**config.mk**
```make
export PLATFORM = sky130hd
export DESIGN_NAME = line_edge_subpixel_locator_core
export DESIGN_NICKNAME = d
export VERILOG_FILES = /design/src/rtl/lesl_pkg.sv /design/src/rtl/line_edge_subpixel_locator_core.sv /design/src/rtl/lesl_regs.sv /design/src/rtl/lesl_ctrl.sv /design/src/rtl/lesl_dpath.sv
export VERILOG_INCLUDE_DIRS = /design/src /design/src/rtl
export SDC_FILE = /design/constraint.sdc
export NUM_CORES = 1
export LEC_CHECK = 0
export BUFFER_PORTS_ARGS = -buffer_cell sky130_fd_sc_hd__buf_2
export CAP_MARGIN = 20
export CORE_MARGIN = 4
export CORE_UTILIZATION = 43
export DETAILED_ROUTE_END_ITERATION = 12
export GPL_TIMING_DRIVEN = 0
export RECOVER_POWER = 25
export SLEW_MARGIN = 10
export SYNTH_ARGS = -nofsm -noshare
export SYNTH_HDL_FRONTEND = slang
export SYNTH_HIERARCHICAL = 1
export SYNTH_SLANG_ARGS = --single-unit
```
**constraint.sdc**
```tcl
create_clock -name i_clk -period 15.8 [get_ports i_clk]
set_clock_uncertainty 0.2 [all_clocks]
set_input_delay 1.58 -clock i_clk [delete_from_list [all_inputs] [get_ports i_clk]]
set_output_delay 1.58 -clock i_clk [all_outputs]
set_load 0.02 [all_outputs]
```
**src/rtl/line_edge_subpixel_locator_core_macros.svh**
```systemverilog
// Assertion macros used by the line edge locator top level.
`ifndef LINE_EDGE_SUBPIXEL_LOCATOR_CORE_MACROS_SVH
`define LINE_EDGE_SUBPIXEL_LOCATOR_CORE_MACROS_SVH
`ifndef NO_ASSERTIONS
// Same-cycle implication, sampled on i_clk and disabled while in reset.
`define LESL_ASSERT_IMPL(label, ante, cons, msg) \
    label: assert property (@(posedge i_clk) disable iff (!i_rst_n) (ante) |-> (cons)) \
        else $error(msg);
// Next-cycle implication, sampled on i_clk and disabled while in reset.
`define LESL_ASSERT_NEXT(label, ante, cons, msg) \
    label: assert property (@(posedge i_clk) disable iff (!i_rst_n) (ante) |=> (cons)) \
        else $error(msg);
`else
`define LESL_ASSERT_IMPL(label, ante, cons, msg)
`define LESL_ASSERT_NEXT(label, ante, cons, msg)
`endif
`endif

```
**src/rtl/lesl_pkg.sv**
```systemverilog
// Types and constants shared by the line edge locator modules.
package lesl_pkg;

    localparam int PIX_W       = 16;
    localparam int SUM_W       = 19;
    localparam int D_W         = 24;
    localparam int THR_W       = 22;
    localparam int POS_W       = 21;
    localparam int TDATA_OUT_W = 24;

    localparam int LEN_W    = 13;
    localparam int THRESH_W = 16;
    localparam int MARGIN_W = 10;
    localparam int APB_AW   = 4;
    localparam int APB_DW   = 32;

    localparam logic [LEN_W-1:0]    LEN_RST    = 13'd2048;
    localparam logic [THRESH_W-1:0] THRESH_RST = 16'd50;
    localparam logic [MARGIN_W-1:0] MARGIN_RST = 10'd20;
    localparam logic [MARGIN_W-1:0] MIN_MARGIN = 10'd5;
    localparam int                  MIN_LINE   = 10;
    localparam int                  SUM_START  = 4;
    localparam int                  SLOPE_START = 8;
    localparam logic [5:0]          SLOPE_SCALE = 6'd60;

    typedef enum logic [1:0] {
        REG_LINE_LENGTH    = 2'd0,
        REG_EDGE_THRESHOLD = 2'd1,
        REG_SEARCH_MARGIN  = 2'd2
    } t_reg_idx;

    typedef struct packed {
        logic [LEN_W-1:0]    line_length;
        logic [THRESH_W-1:0] edge_threshold;
        logic [MARGIN_W-1:0] search_margin;
    } t_cfg;

    typedef struct packed {
        logic step;
        logic prep;
        logic div_step;
        logic load_out;
    } t_cmd;

    typedef struct packed {
        logic line_end;
        logic out_busy;
    } t_status;

    typedef enum logic [1:0] {
        ST_RUN,
        ST_PREP,
        ST_DIV,
        ST_DONE
    } t_state;

endpackage

```
**src/rtl/line_edge_subpixel_locator_core.sv**
```systemverilog
// Top level of the line edge locator with sub-pixel refinement.
//
//   port group   dir   width  contents
//   s_axis_*     in    16     one pixel per word
//   m_axis_*     out   24+1   edge position in tdata, found flag in tuser
//   APB          in    4/32   line_length, edge_threshold, search_margin
//
// Pixels are accepted while s_axis_tready is high. The pixel that ends a line is followed
// by a setup state, the bit-serial offset divider, which forms 24 + FRAC_BITS quotient bits,
// and a load state that waits until the output register is free; s_axis_tready is low meanwhile.
// A synchronous reset restores the register defaults and clears the line state.
// A result waits in the output register; pixels of the next line are accepted meanwhile.
`include "line_edge_subpixel_locator_core_macros.svh"
module line_edge_subpixel_locator_core import lesl_pkg::*; #(
    parameter int MAX_PIXELS = 4096,
    parameter int FRAC_BITS  = 8
) (
    input  logic                   i_clk,
    input  logic                   i_rst_n,
    input  logic                   s_axis_tvalid,
    output logic                   s_axis_tready,
    input  logic [PIX_W-1:0]       s_axis_tdata,  // [15:0] pixel
    output logic                   m_axis_tvalid,
    input  logic                   m_axis_tready,
    output logic [TDATA_OUT_W-1:0] m_axis_tdata,  // [20:0] edge_position, [23:21] zero
    output logic [0:0]             m_axis_tuser,  // [0] edge_found
    input  logic                   psel,
    input  logic                   penable,
    input  logic                   pwrite,
    input  logic [APB_AW-1:0]      paddr,
    input  logic [APB_DW-1:0]      pwdata,
    output logic [APB_DW-1:0]      prdata,
    output logic                   pready
);

    t_cfg             w_cfg;
    t_cmd             w_cmd;
    t_status          w_status;
    logic             w_found;
    logic [POS_W-1:0] w_pos;

    lesl_regs u_regs (
        .i_clk   (i_clk),
        .i_rst_n (i_rst_n),
        .psel    (psel),
        .penable (penable),
        .pwrite  (pwrite),
        .paddr   (paddr),
        .pwdata  (pwdata),
        .prdata  (prdata),
        .pready  (pready),
        .o_cfg   (w_cfg)
    );

    lesl_ctrl #(
        .FRAC_BITS (FRAC_BITS)
    ) u_ctrl (
        .i_clk     (i_clk),
        .i_rst_n   (i_rst_n),
        .i_s_valid (s_axis_tvalid),
        .i_status  (w_status),
        .o_s_ready (s_axis_tready),
        .o_cmd     (w_cmd)
    );

    lesl_dpath #(
        .MAX_PIXELS (MAX_PIXELS),
        .FRAC_BITS  (FRAC_BITS)
    ) u_dpath (
        .i_clk      (i_clk),
        .i_rst_n    (i_rst_n),
        .i_cfg      (w_cfg),
        .i_cmd      (w_cmd),
        .o_status   (w_status),
        .i_pixel    (s_axis_tdata),
        .o_m_valid  (m_axis_tvalid),
        .i_m_ready  (m_axis_tready),
        .o_found    (w_found),
        .o_position (w_pos)
    );

    assign m_axis_tdata = {{(TDATA_OUT_W - POS_W){1'b0}}, w_pos};
    assign m_axis_tuser = w_found;

    `LESL_ASSERT_IMPL(a_empty_pos, m_axis_tvalid && !m_axis_tuser[0], m_axis_tdata == '0, "position not zero without an edge")
    `LESL_ASSERT_NEXT(a_line_end_stall, s_axis_tvalid && s_axis_tready && w_status.line_end, !s_axis_tready, "pixel accepted during end-of-line divide")
    `LESL_ASSERT_IMPL(a_load_free, w_cmd.load_out, !(m_axis_tvalid && !m_axis_tready), "result loaded over a waiting word")

endmodule

```
**src/rtl/lesl_regs.sv**
```systemverilog
// Configuration register file behind the APB-style port.
module lesl_regs import lesl_pkg::*; (
    input  logic              i_clk,
    input  logic              i_rst_n,
    input  logic              psel,
    input  logic              penable,
    input  logic              pwrite,
    input  logic [APB_AW-1:0] paddr,
    input  logic [APB_DW-1:0] pwdata,
    output logic [APB_DW-1:0] prdata,
    output logic              pready,
    output t_cfg              o_cfg
);

    t_cfg     r_cfg;
    t_reg_idx w_idx;
    logic     w_wr;

    assign w_idx  = t_reg_idx'(paddr[APB_AW-1:2]);
    assign w_wr   = psel && penable && pwrite;
    assign pready = 1'b1;
    assign o_cfg  = r_cfg;

    always_ff @(posedge i_clk) begin
        if (!i_rst_n) begin
            r_cfg.line_length    <= LEN_RST;
            r_cfg.edge_threshold <= THRESH_RST;
            r_cfg.search_margin  <= MARGIN_RST;
        end else if (w_wr) begin
            case (w_idx)
                REG_LINE_LENGTH:    r_cfg.line_length    <= pwdata[LEN_W-1:0];
                REG_EDGE_THRESHOLD: r_cfg.edge_threshold <= pwdata[THRESH_W-1:0];
                REG_SEARCH_MARGIN:  r_cfg.search_margin  <= pwdata[MARGIN_W-1:0];
                default: ;
            endcase
        end
    end

    always_comb begin
        case (w_idx)
            REG_LINE_LENGTH:    prdata = APB_DW'(r_cfg.line_length);
            REG_EDGE_THRESHOLD: prdata = APB_DW'(r_cfg.edge_threshold);
            REG_SEARCH_MARGIN:  prdata = APB_DW'(r_cfg.search_margin);
            default:            prdata = '0;
        endcase
    end

endmodule

```
**src/rtl/lesl_ctrl.sv**
```systemverilog
// Controller state machine: pixel intake, end-of-line divide and result hand-off.
module lesl_ctrl import lesl_pkg::*; #(
    parameter int FRAC_BITS = 8
) (
    input  logic    i_clk,
    input  logic    i_rst_n,
    input  logic    i_s_valid,
    input  t_status i_status,
    output logic    o_s_ready,
    output t_cmd    o_cmd
);

    localparam int NUM_W  = D_W + FRAC_BITS;
    localparam int ITER_W = $clog2(NUM_W);

    t_state              r_state, n_state;
    logic [ITER_W-1:0]   r_iter, n_iter;

    always_ff @(posedge i_clk) begin
        if (!i_rst_n) begin
            r_state <= ST_RUN;
            r_iter  <= '0;
        end else begin
            r_state <= n_state;
            r_iter  <= n_iter;
        end
    end

    always_comb begin
        n_state = r_state;
        n_iter  = r_iter;
        case (r_state)
            ST_RUN: begin
                if (i_s_valid && i_status.line_end) begin
                    n_state = ST_PREP;
                end
            end
            ST_PREP: begin
                n_iter  = '0;
                n_state = ST_DIV;
            end
            ST_DIV: begin
                n_iter = r_iter + 1'b1;
                if (r_iter == ITER_W'(NUM_W - 1)) begin
                    n_state = ST_DONE;
                end
            end
            ST_DONE: begin
                if (!i_status.out_busy) begin
                    n_state = ST_RUN;
                end
            end
            default: n_state = ST_RUN;
        endcase
    end

    always_comb begin
        o_s_ready = 1'b0;
        o_cmd     = '0;
        case (r_state)
            ST_RUN: begin
                o_s_ready  = 1'b1;
                o_cmd.step = i_s_valid;
            end
            ST_PREP: o_cmd.prep     = 1'b1;
            ST_DIV:  o_cmd.div_step = 1'b1;
            ST_DONE: o_cmd.load_out = !i_status.out_busy;
            default: ;
        endcase
    end

endmodule

```
**src/rtl/lesl_dpath.sv**
```systemverilog
// Datapath: running sums, slope, minimum tracking, offset divider and result register.
module lesl_dpath import lesl_pkg::*; #(
    parameter int MAX_PIXELS = 4096,
    parameter int FRAC_BITS  = 8
) (
    input  logic             i_clk,
    input  logic             i_rst_n,
    input  t_cfg             i_cfg,
    input  t_cmd             i_cmd,
    output t_status          o_status,
    input  logic [PIX_W-1:0] i_pixel,
    output logic             o_m_valid,
    input  logic             i_m_ready,
    output logic             o_found,
    output logic [POS_W-1:0] o_position
);

    localparam int CNT_W  = $clog2(MAX_PIXELS + 1);
    localparam int CMP_W  = ((CNT_W > LEN_W) ? CNT_W : LEN_W) + 1;
    localparam int NUM_W  = D_W + FRAC_BITS;
    localparam int DIFF_W = D_W + 1;
    localparam int DEN_W  = D_W + 2;
    localparam int OFF_W  = FRAC_BITS + 1;
    localparam int SH_W   = CNT_W + FRAC_BITS;
    localparam int WIDE_W = (SH_W > POS_W) ? SH_W : POS_W;
    localparam logic [NUM_W-1:0] ONE_Q = NUM_W'(1) << FRAC_BITS;

    logic [PIX_W-1:0]        r_pix [4];
    logic [SUM_W-1:0]        r_sum [4];
    logic signed [D_W-1:0]   r_hist, r_bl, r_bc, r_br;
    logic signed [D_W-1:0]   n_hist, n_bl, n_bc, n_br;
    logic [CNT_W-1:0]        r_idx, n_idx, r_cnt, n_cnt;
    logic                    r_have, n_have, r_await, n_await;

    logic signed [D_W-1:0]   r_op_bl, r_op_bc, r_op_br;
    logic [CNT_W-1:0]        r_op_idx;
    logic                    r_op_have;

    logic                    r_found, r_neg, r_den0;
    logic [DEN_W-1:0]        r_dmag, r_rem;
    logic [NUM_W-1:0]        r_quo;

    logic                    r_out_valid, r_out_found;
    logic [POS_W-1:0]        r_out_pos;

    logic [CMP_W-1:0]        len_raw, eff_len, p_ext, p1, j, jm;
    logic [MARGIN_W-1:0]     eff_margin;
    logic [SUM_W-1:0]        s;
    logic signed [D_W-1:0]   d, ref_slope;
    logic                    sum_en, slope_en, cand, line_end;

    assign len_raw = CMP_W'(i_cfg.line_length);
    always_comb begin
        if (len_raw == '0) begin
            eff_len = CMP_W'(1);
        end else if (len_raw > CMP_W'(MAX_PIXELS)) begin
            eff_len = CMP_W'(MAX_PIXELS);
        end else begin
            eff_len = len_raw;
        end
    end
    assign eff_margin = (i_cfg.search_margin < MIN_MARGIN) ? MIN_MARGIN : i_cfg.search_margin;

    assign p_ext    = CMP_W'(r_cnt);
    assign p1       = p_ext + 1'b1;
    assign line_end = (p1 >= eff_len);
    assign sum_en   = (r_cnt >= CNT_W'(SUM_START));
    assign slope_en = (r_cnt >= CNT_W'(SLOPE_START));
    assign j        = p_ext - CMP_W'(SUM_START);
    assign jm       = j + CMP_W'(eff_margin);

    assign s = SUM_W'(i_pixel) + SUM_W'(r_pix[0]) + SUM_W'(r_pix[1])
             + SUM_W'(r_pix[2]) + SUM_W'(r_pix[3]);
    assign d = $signed(D_W'(r_sum[3])) - ($signed(D_W'(r_sum[2])) <<< 3)
             + ($signed(D_W'(r_sum[0])) <<< 3) - $signed(D_W'(s));
    assign ref_slope = r_have ? r_bc : '0;
    assign cand = slope_en && (j >= CMP_W'(eff_margin)) && (jm < eff_len) && (d < ref_slope);

    always_comb begin
        n_cnt   = r_cnt;
        n_hist  = r_hist;
        n_bl    = r_bl;
        n_bc    = r_bc;
        n_br    = r_br;
        n_idx   = r_idx;
        n_have  = r_have;
        n_await = r_await;
        if (i_cmd.step) begin
            n_cnt = r_cnt + 1'b1;
            if (slope_en) begin
                if (r_await) begin
                    n_br    = d;
                    n_await = 1'b0;
                end
                if (cand) begin
                    n_bl    = r_hist;
                    n_bc    = d;
                    n_br    = '0;
                    n_idx   = j[CNT_W-1:0];
                    n_have  = 1'b1;
                    n_await = 1'b1;
                end
                n_hist = d;
            end
        end
    end

    always_ff @(posedge i_clk) begin
        if (!i_rst_n) begin
            r_cnt   <= '0;
            r_hist  <= '0;
            r_bl    <= '0;
            r_bc    <= '0;
            r_br    <= '0;
            r_idx   <= '0;
            r_have  <= 1'b0;
            r_await <= 1'b0;
        end else if (i_cmd.step && line_end) begin
            r_cnt   <= '0;
            r_hist  <= '0;
            r_bl    <= '0;
            r_bc    <= '0;
            r_br    <= '0;
            r_idx   <= '0;
            r_have  <= 1'b0;
            r_await <= 1'b0;
        end else begin
            r_cnt   <= n_cnt;
            r_hist  <= n_hist;
            r_bl    <= n_bl;
            r_bc    <= n_bc;
            r_br    <= n_br;
            r_idx   <= n_idx;
            r_have  <= n_have;
            r_await <= n_await;
        end
    end

    always_ff @(posedge i_clk) begin
        if (i_cmd.step) begin
            r_pix[0] <= i_pixel;
            r_pix[1] <= r_pix[0];
            r_pix[2] <= r_pix[1];
            r_pix[3] <= r_pix[2];
            if (sum_en) begin
                r_sum[0] <= s;
                r_sum[1] <= r_sum[0];
                r_sum[2] <= r_sum[1];
                r_sum[3] <= r_sum[2];
            end
            if (line_end) begin
                r_op_bl   <= n_bl;
                r_op_bc   <= n_bc;
                r_op_br   <= n_br;
                r_op_idx  <= n_idx;
                r_op_have <= n_have && (p1 >= CMP_W'(MIN_LINE));
            end
        end
    end

    logic [THR_W-1:0]         thr;
    logic signed [D_W:0]      lim;
    logic signed [DIFF_W-1:0] diff;
    logic signed [DEN_W-1:0]  den;
    logic [DIFF_W-1:0]        diff_mag;
    logic [DEN_W-1:0]         den_mag;
    logic [DEN_W:0]           rem_sh;
    logic                     ge;

    assign thr      = THR_W'(i_cfg.edge_threshold) * THR_W'(SLOPE_SCALE);
    assign lim      = $signed({r_op_bc[D_W-1], r_op_bc}) + $signed((D_W + 1)'(thr));
    assign diff     = $signed({r_op_bl[D_W-1], r_op_bl}) - $signed({r_op_br[D_W-1], r_op_br});
    assign den      = $signed({{2{r_op_bl[D_W-1]}}, r_op_bl})
                    - ($signed({{2{r_op_bc[D_W-1]}}, r_op_bc}) <<< 1)
                    + $signed({{2{r_op_br[D_W-1]}}, r_op_br});
    assign diff_mag = diff[DIFF_W-1] ? DIFF_W'(-diff) : DIFF_W'(diff);
    assign den_mag  = den[DEN_W-1] ? DEN_W'(-den) : DEN_W'(den);
    assign rem_sh   = {r_rem, r_quo[NUM_W-1]};
    assign ge       = (rem_sh >= {1'b0, r_dmag});

    always_ff @(posedge i_clk) begin
        if (i_cmd.prep) begin
            r_found <= r_op_have && (lim[D_W] || (lim == '0));
            r_neg   <= diff[DIFF_W-1] ^ den[DEN_W-1];
            r_den0  <= (den == '0);
            r_dmag  <= den_mag;
            r_rem   <= '0;
            r_quo   <= {diff_mag, {(FRAC_BITS - 1){1'b0}}};
        end else if (i_cmd.div_step) begin
            r_rem <= ge ? DEN_W'(rem_sh - {1'b0, r_dmag}) : rem_sh[DEN_W-1:0];
            r_quo <= {r_quo[NUM_W-2:0], ge};
        end
    end

    logic [NUM_W-1:0]  q_sat;
    logic [OFF_W-1:0]  off_mag;
    logic [POS_W-1:0]  off_pos, off_s, pos;
    logic [WIDE_W-1:0] idx_sh;

    assign q_sat   = (r_quo > ONE_Q) ? ONE_Q : r_quo;
    assign off_mag = r_den0 ? '0 : q_sat[OFF_W-1:0];
    assign off_pos = POS_W'(off_mag);
    assign off_s   = r_neg ? (~off_pos + 1'b1) : off_pos;
    assign idx_sh  = WIDE_W'({r_op_idx, {FRAC_BITS{1'b0}}});
    assign pos     = idx_sh[POS_W-1:0] + off_s;

    always_ff @(posedge i_clk) begin
        if (!i_rst_n) begin
            r_out_valid <= 1'b0;
        end else if (i_cmd.load_out) begin
            r_out_valid <= 1'b1;
        end else if (i_m_ready) begin
            r_out_valid <= 1'b0;
        end
    end

    always_ff @(posedge i_clk) begin
        if (i_cmd.load_out) begin
            r_out_found <= r_found;
            r_out_pos   <= r_found ? pos : '0;
        end
    end

    assign o_status.line_end = line_end;
    assign o_status.out_busy = r_out_valid && !i_m_ready;
    assign o_m_valid  = r_out_valid;
    assign o_found    = r_out_found;
    assign o_position = r_out_pos;

endmodule
```
=== Word-level counts from Yosys, hierarchy flattened ===
Memories as Yosys holds them, arrays and structs flattened.
Cells that the tools add are included.

* Reduce and logical (&&, ||, !) cells: 28
* Bitwise operators: 3
* Mux-type cells: 47
* Order comparisons: 11
* Add/sub/neg operators: 21
* $mul: 1
* Equality and inequality tests: 9

{| class="wikitable"
|+ Operators by type and width
! kind !! number
|-
| 24-bit 2-to-1 mux || 11
|-
| 13-bit 2-to-1 mux || 5
|-
| 32-bit 2-to-1 mux || 2
|-
| 19-bit by 16-bit adder with 19-bit output || 3
|-
| 25-bit 2-to-1 mux || 2
|-
| 16-bit case mux with 3 select lines || 1
|-
| 32-bit by 9-bit > comparator with 1-bit output (second input constant) || 1
|-
| 27-bit by 26-bit greater-or-equal comparator with 1-bit output || 1
|-
| 26-bit by 24-bit adder with 26-bit output || 1
|-
| 26-bit logical NOT || 1
|-
| 26-bit 2-to-1 mux || 1
|-
| 26-bit negator || 1
|-
| 24-bit by 25-bit subtractor with 26-bit output || 1
|-
| 26-bit subtractor || 1
|-
| 24-bit by 23-bit adder with 25-bit output || 1
|-
| 25-bit logical NOT || 1
|-
| 25-bit negator || 1
|-
| 24-bit by 24-bit subtractor with 25-bit output || 1
|-
| 24-bit by 23-bit adder with 24-bit output || 1
|-
| 24-bit < comparator || 1
|-
| 24-bit by 20-bit subtractor with 24-bit output || 1
|-
| 19-bit by 22-bit subtractor with 23-bit output || 1
|-
| 21-bit by 1-bit adder with 21-bit output (second input constant) || 1
|-
| 21-bit adder || 1
|-
| 39 further kinds || 78
|}

* RAM bits: 140
* Register bits after elaboration: 366
* Input bits: 59
* Word-level logic and storage cells: 151
* Memories: 2
* Output and inout bits: 60

{| class="wikitable"
|+ Memory list
! name !! words !! bits a word !! read ports !! clocked after memory_dff !! write ports !! RTL line !! source
|-
| u_dpath.r_sum || 4 || 19 || 4 || 0 || 4 || lesl_dpath.sv:29 || <nowiki>logic [SUM_W-1:0] r_sum [4];</nowiki>
|-
| u_dpath.r_pix || 4 || 16 || 4 || 0 || 4 || lesl_dpath.sv:28 || <nowiki>logic [PIX_W-1:0] r_pix [4];</nowiki>
|}

=== Longest topological paths before layout ===
An unclocked memory read counts as a cell.

* Depth after elaboration: 12
* Mapped depth: 39
* Depth with buffers taken out: 37

=== By module ===
Netlist, hierarchy kept.

{| class="wikitable"
|+ Modules (own cells, without submodules)
! module !! seq. area each (um^2) !! cells an instance !! area each (um^2) !! instances
|-
| lesl_dpath || 12231.7 || 3233 || 32065.8 || 1
|-
| lesl_regs || 780.7 || 221 || 1953.1 || 1
|-
| lesl_ctrl || 140.1 || 49 || 441.7 || 1
|-
| line_edge_subpixel_locator_core || 0.0 || 4 || 26.3 || 1
|}

=== Worst setup path after synthesis ===
Ideal clock, no wire load.

* Path kind: input to register
* From: in s_axis_tvalid
* To: mem u_dpath.r_sum[0][0] (enable)
* Slack: 5.656 ns
* Buffers on the path: 2
* Cell stages on the path: 4
* Data arrival time: 9.317 ns
* Required time: 14.973 ns
* Library setup time: 0.627 ns
* Cells stage by stage: and2_1 -> clkbuf_1 -> clkbuf_1 -> a21boi_0

{| class="wikitable"
|+ RTL lines
! item !! RTL line !! source
|-
| start, declared || line_edge_subpixel_locator_core.sv:20 || <nowiki>input logic s_axis_tvalid,</nowiki>
|-
| end, declared || lesl_dpath.sv:29 ||
|}

=== Final worst setup path ===
* From: in s_axis_tdata[1]
* To: reg u_dpath.r_op_idx[11] (data pin)

* Word-level cells in the longest chain between the ends: 10

{| class="wikitable"
|+ RTL lines
! item !! RTL line !! source
|-
| start, declared || line_edge_subpixel_locator_core.sv:22 || <nowiki>input logic [PIX_W-1:0] s_axis_tdata,</nowiki>
|-
| 16-bit by 16-bit adder with 17-bit output || lesl_dpath.sv:72 || <nowiki>assign s = SUM_W'(i_pixel) + SUM_W'(r_pix[0]) + SUM_W'(r_pix[1])</nowiki>
|-
| 19-bit by 16-bit adder with 19-bit output || lesl_dpath.sv:72 ||
|-
| 19-bit by 16-bit adder with 19-bit output (2 in series) || lesl_dpath.sv:73 || <nowiki>+ SUM_W'(r_pix[2]) + SUM_W'(r_pix[3]);</nowiki>
|-
| 24-bit by 20-bit subtractor with 24-bit output || lesl_dpath.sv:75 || <nowiki>+ ($signed(D_W'(r_sum[0])) <<< 3) - $signed(D_W'(s));</nowiki>
|-
| named net u_dpath.d[22] || lesl_dpath.sv:49 || <nowiki>logic signed [D_W-1:0] d, ref_slope;</nowiki>
|-
| 24-bit < comparator || lesl_dpath.sv:77 || <nowiki>assign cand = slope_en && (j >= CMP_W'(eff_margin)) && (jm < eff_len) && (d < ref_slope);</nowiki>
|-
| 1-bit logical AND || lesl_dpath.sv:77 ||
|-
| 13-bit 2-to-1 mux || lesl_dpath.sv:95 || <nowiki>if (cand) begin</nowiki>
|-
| 13-bit 2-to-1 mux || lesl_dpath.sv:90 || <nowiki>if (slope_en) begin</nowiki>
|-
| 13-bit 2-to-1 mux || lesl_dpath.sv:88 || <nowiki>if (i_cmd.step) begin</nowiki>
|-
| named net u_dpath.n_idx[11] || lesl_dpath.sv:32 || <nowiki>logic [CNT_W-1:0] r_idx, n_idx, r_cnt, n_cnt;</nowiki>
|-
| end signal, assigned || lesl_dpath.sv:155 || <nowiki>r_op_idx <= n_idx;</nowiki>
|-
| end, declared || lesl_dpath.sv:36 || <nowiki>logic [CNT_W-1:0] r_op_idx;</nowiki>
|}

The timed path passes the listed nets, and every way through them passes these cells.
A chain may end at the register's enable or synchronous reset.

==> flow_summary.ini <==
[global_route]
grt_max_degree = 65
grt_first_pass_wirelength_mm = 130
grtUsageTotal_pct = 18.9
grt_pass1_vias = 24300
overflow = 0
antenna_found_initial = 2

[min_path]
min_path_type = register to register

[synth]
muxShareOfSynthArea_pct = 4.34
synth-simple-area-share_pct = 13.9
synth_fa_ha_area_share_pct = 17.2
synth_compound_area_share_pct = 14.1
async_flop_share_pct = 0
synth_top_family_by_area = adder cells
synthCells = 3507
synth_seq_area_share_pct = 38.1
yosysWarnings = 6
syn_area_sq_um = 34500
synth_edf_count = 302
synth_cell_types = 96
ys.flop_type = edfxtp_1
syn_area_per_cell_sq_um = 9.83
synth_seq_cells = 506
synth_xor_area_share_pct = 5.61

[routing]
drt_wl_total_mm = 81.4
via_per_inst = 5.23
num_vias = 24900
final_antenna_net_count = 0
drc = 0
firstDrtPassIters = 5
wire_per_inst_microns = 17.1
drt_iter0_drc = 1459

[critical_path]
crit_top_cell = a21oi_1
cp_data_required_time_ns = 15.89
cp-end-kind = register
crit_type = input pin to register
worst_setup_path_start_kind = input pin
cp_num_buf_inv = 5
critPathMaxFanout = 10
path_delay_family = compound AO/OA/AOI/OAI gates
cp.arrival_ns = 11.25
crit_path_top_delay_cell = nor3_4
cpPeakStageDelay_ns = 0.65

[status]
violations = capacitance limit, slew limit
status = complete, but fails checks

[final_layout]
num_antenna_cells = 0
mostFrequentLayoutCell = inv_1
final_util_pct = 48.5
final_cell_area_sq_um = 38500
final_cell_mix = inv_1 (416), edfxtp_1 (302), nand2_1 (295)
drive_gt1_share_pct = 7.69
num-nets-final = 4129
area_growth_pct = 11.5

[place]
place_ws_ns = 4.12
place.gp.congestion = 0.894
io_buffers = 78
dp.final_hpwl_mm = 64.7
placed_area_sq_um = 36500

[clock_tree]
clk-insertion-delay-late_ns = 0.64
clkSlewWorstSetupHoldPaths_ns = 0.07
cts_buffers = 57
cts.hold.buffers_added = 0
cts_setup_buffers = 0
clk_path_buf_depth = 3
cts.sinks = 506
cts_tree = done
htreeDepth = 2
ctsResizeCount = 0
cts_root_buf = clkbuf_16

[power_and_ir_drop]
p_per_area_nw_per_um2 = 232
irDropWorstVdd_uv = 311
leakage_uw = 0.0166

[timing]
finalSetupViolCount = 0
fin_crit_sh_pct = 70.6
fin_setup_tns_ns = 0
rsz0062_at_grt = false
worst_slew_pin_slew_ns = 3.50
period_needed_ns = 11.15
fin_ws_ns = 4.65
fmax_ghz = 0.0897
relSlewSlack_pct = -133
finalHoldViolCount = 0
slew_viol_final = 65

[floorplan]
dieArea_sq_um = 84800
dieWidth_microns = 291
io-pin-count = 119
die_h_microns = 291
core_area_sq_um = 79300
start_util_pct = 43.5
num_rows = 103

[run]
drv_cap = 1
state kept, by name (all words and copies together) (netlist names), 2 cells and up:
register and count:
u_dpath/r_op_br 24, u_ctrl/r_state 2, u_dpath/r_sum 76, u_dpath/r_br 24, u_dpath/r_rem 26, u_dpath/r_idx 13
u_dpath/r_dmag 26, u_dpath/r_bc 24, u_dpath/o_position 21, u_dpath/r_cnt 13, u_ctrl/r_iter 5, u_dpath/r_quo 32
u_dpath/r_op_bl 24, u_dpath/r_pix 64, u_dpath/r_hist 24, u_regs/o_cfg 39, u_dpath/r_op_idx 13, u_dpath/r_op_bc 24
u_dpath/r_bl 24
synth_stat cells, types with 16 or more instances:
library cell  instances  area (sq um)
nand2_1             295          1110
nor2_1              213           800
ha_1                278          3480
or2_2                19           119
a21oi_1             190           951
or3_1                23           144
buf_4                22           165
clkbuf_1             86           323
o21a_1               33           248
nor4_1               26           163
a21boi_0             25           188
inv_1               416          1560
o211ai_1             20           150
and3_1               47           294
dfxtp_1             204          4080
xor2_1               84           736
mux2_1               55           619
o21bai_1             21           158
mux2i_1              82           821
edfxtp_1            302          9070
nand3_1              48           240
nand2b_1             36           225
o31ai_1              21           158
nor2b_1              43           269
and2_1               75           469
nor3_1               51           255
nand4_1              16           100
a211oi_1             48           360
a31oi_1              18           113
o21ai_0             117           586
a22o_1               25           219
a21o_1               65           488
fa_1                123          2460
xnor2_1             137          1200
metal layers:
layer	vias to the layer above	track usage, %	part of all wire (%)
met4	0	5.55	2.9
met3	112	2.56	4.1
met5	-	0	0
met1	11800	26.6	48
met2	452	30.3	45
li1	12600	-	-
power breakdown:
group	switching, uW	internal [uW]
clock network	571	850
registers	54.9	1560
logic	3610	2280
worst paths after layout:
path / slack, ns / start / to / cells past startpoint
setup reg to reg: 5.40 / u_dpath/r_pix[2][1] / u_dpath/r_op_idx[11] / 36
hold / removal: 0.22 / u_dpath/r_sum[1][13] / u_dpath/r_sum[2][13] / 0
setup / recovery: 4.65 / s_axis_tdata[1] / u_dpath/r_op_idx[11] / 37
hold reg to reg: 0.22 / u_dpath/r_sum[1][13] / u_dpath/r_sum[2][13] / 0
area by class of cell:
| class | count | area, sq um |
|---|---|---|
| Multi-Input combinational cell | 2460 | 19100 |
| Clock buffer | 77 | 1640 |
| Timing Repair Buffer | 86 | 543 |
| Tap cell | 1050 | 1310 |
| Fill cell | 7432 | 40800 |
| Inverter | 416 | 1560 |
| Sequential cell | 506 | 13200 |
| Buffer | 142 | 756 |
| Clock inverter | 31 | 399 |
cells by family after synthesis:
group / count (synthesis)
AO/OA/AOI/OAI: 717
other: 3
buffers and inverters: 558
multiplexers: 142
flip-flops: 506
AND/OR/NAND/NOR: 959
adder cells (fa/ha/maj): 401
XOR/XNOR: 221
metrics by stage:
step	total power, uW	std cells	hold WS (ns)
after floorplan	6010	3524	0.200
after global placement	7380	4652	0.201
after detailed placement	7470	4660	0.205
after CTS	8940	4768	0.213
after global routing	9790	4768	0.221
final	8920	4768	0.215
worst reg2reg max path, delay by kind of cell (launching register included):
kind | cells | cell delay, ns
compound gates | 17 | 3.45
buf+inv | 4 | 0.68
fa+ha+maj | 8 | 3.25
simple gates | 5 | 1.35
flops | 1 | 0.40
xor+xnor | 2 | 0.73
Power figures use the tool's default switching activity.
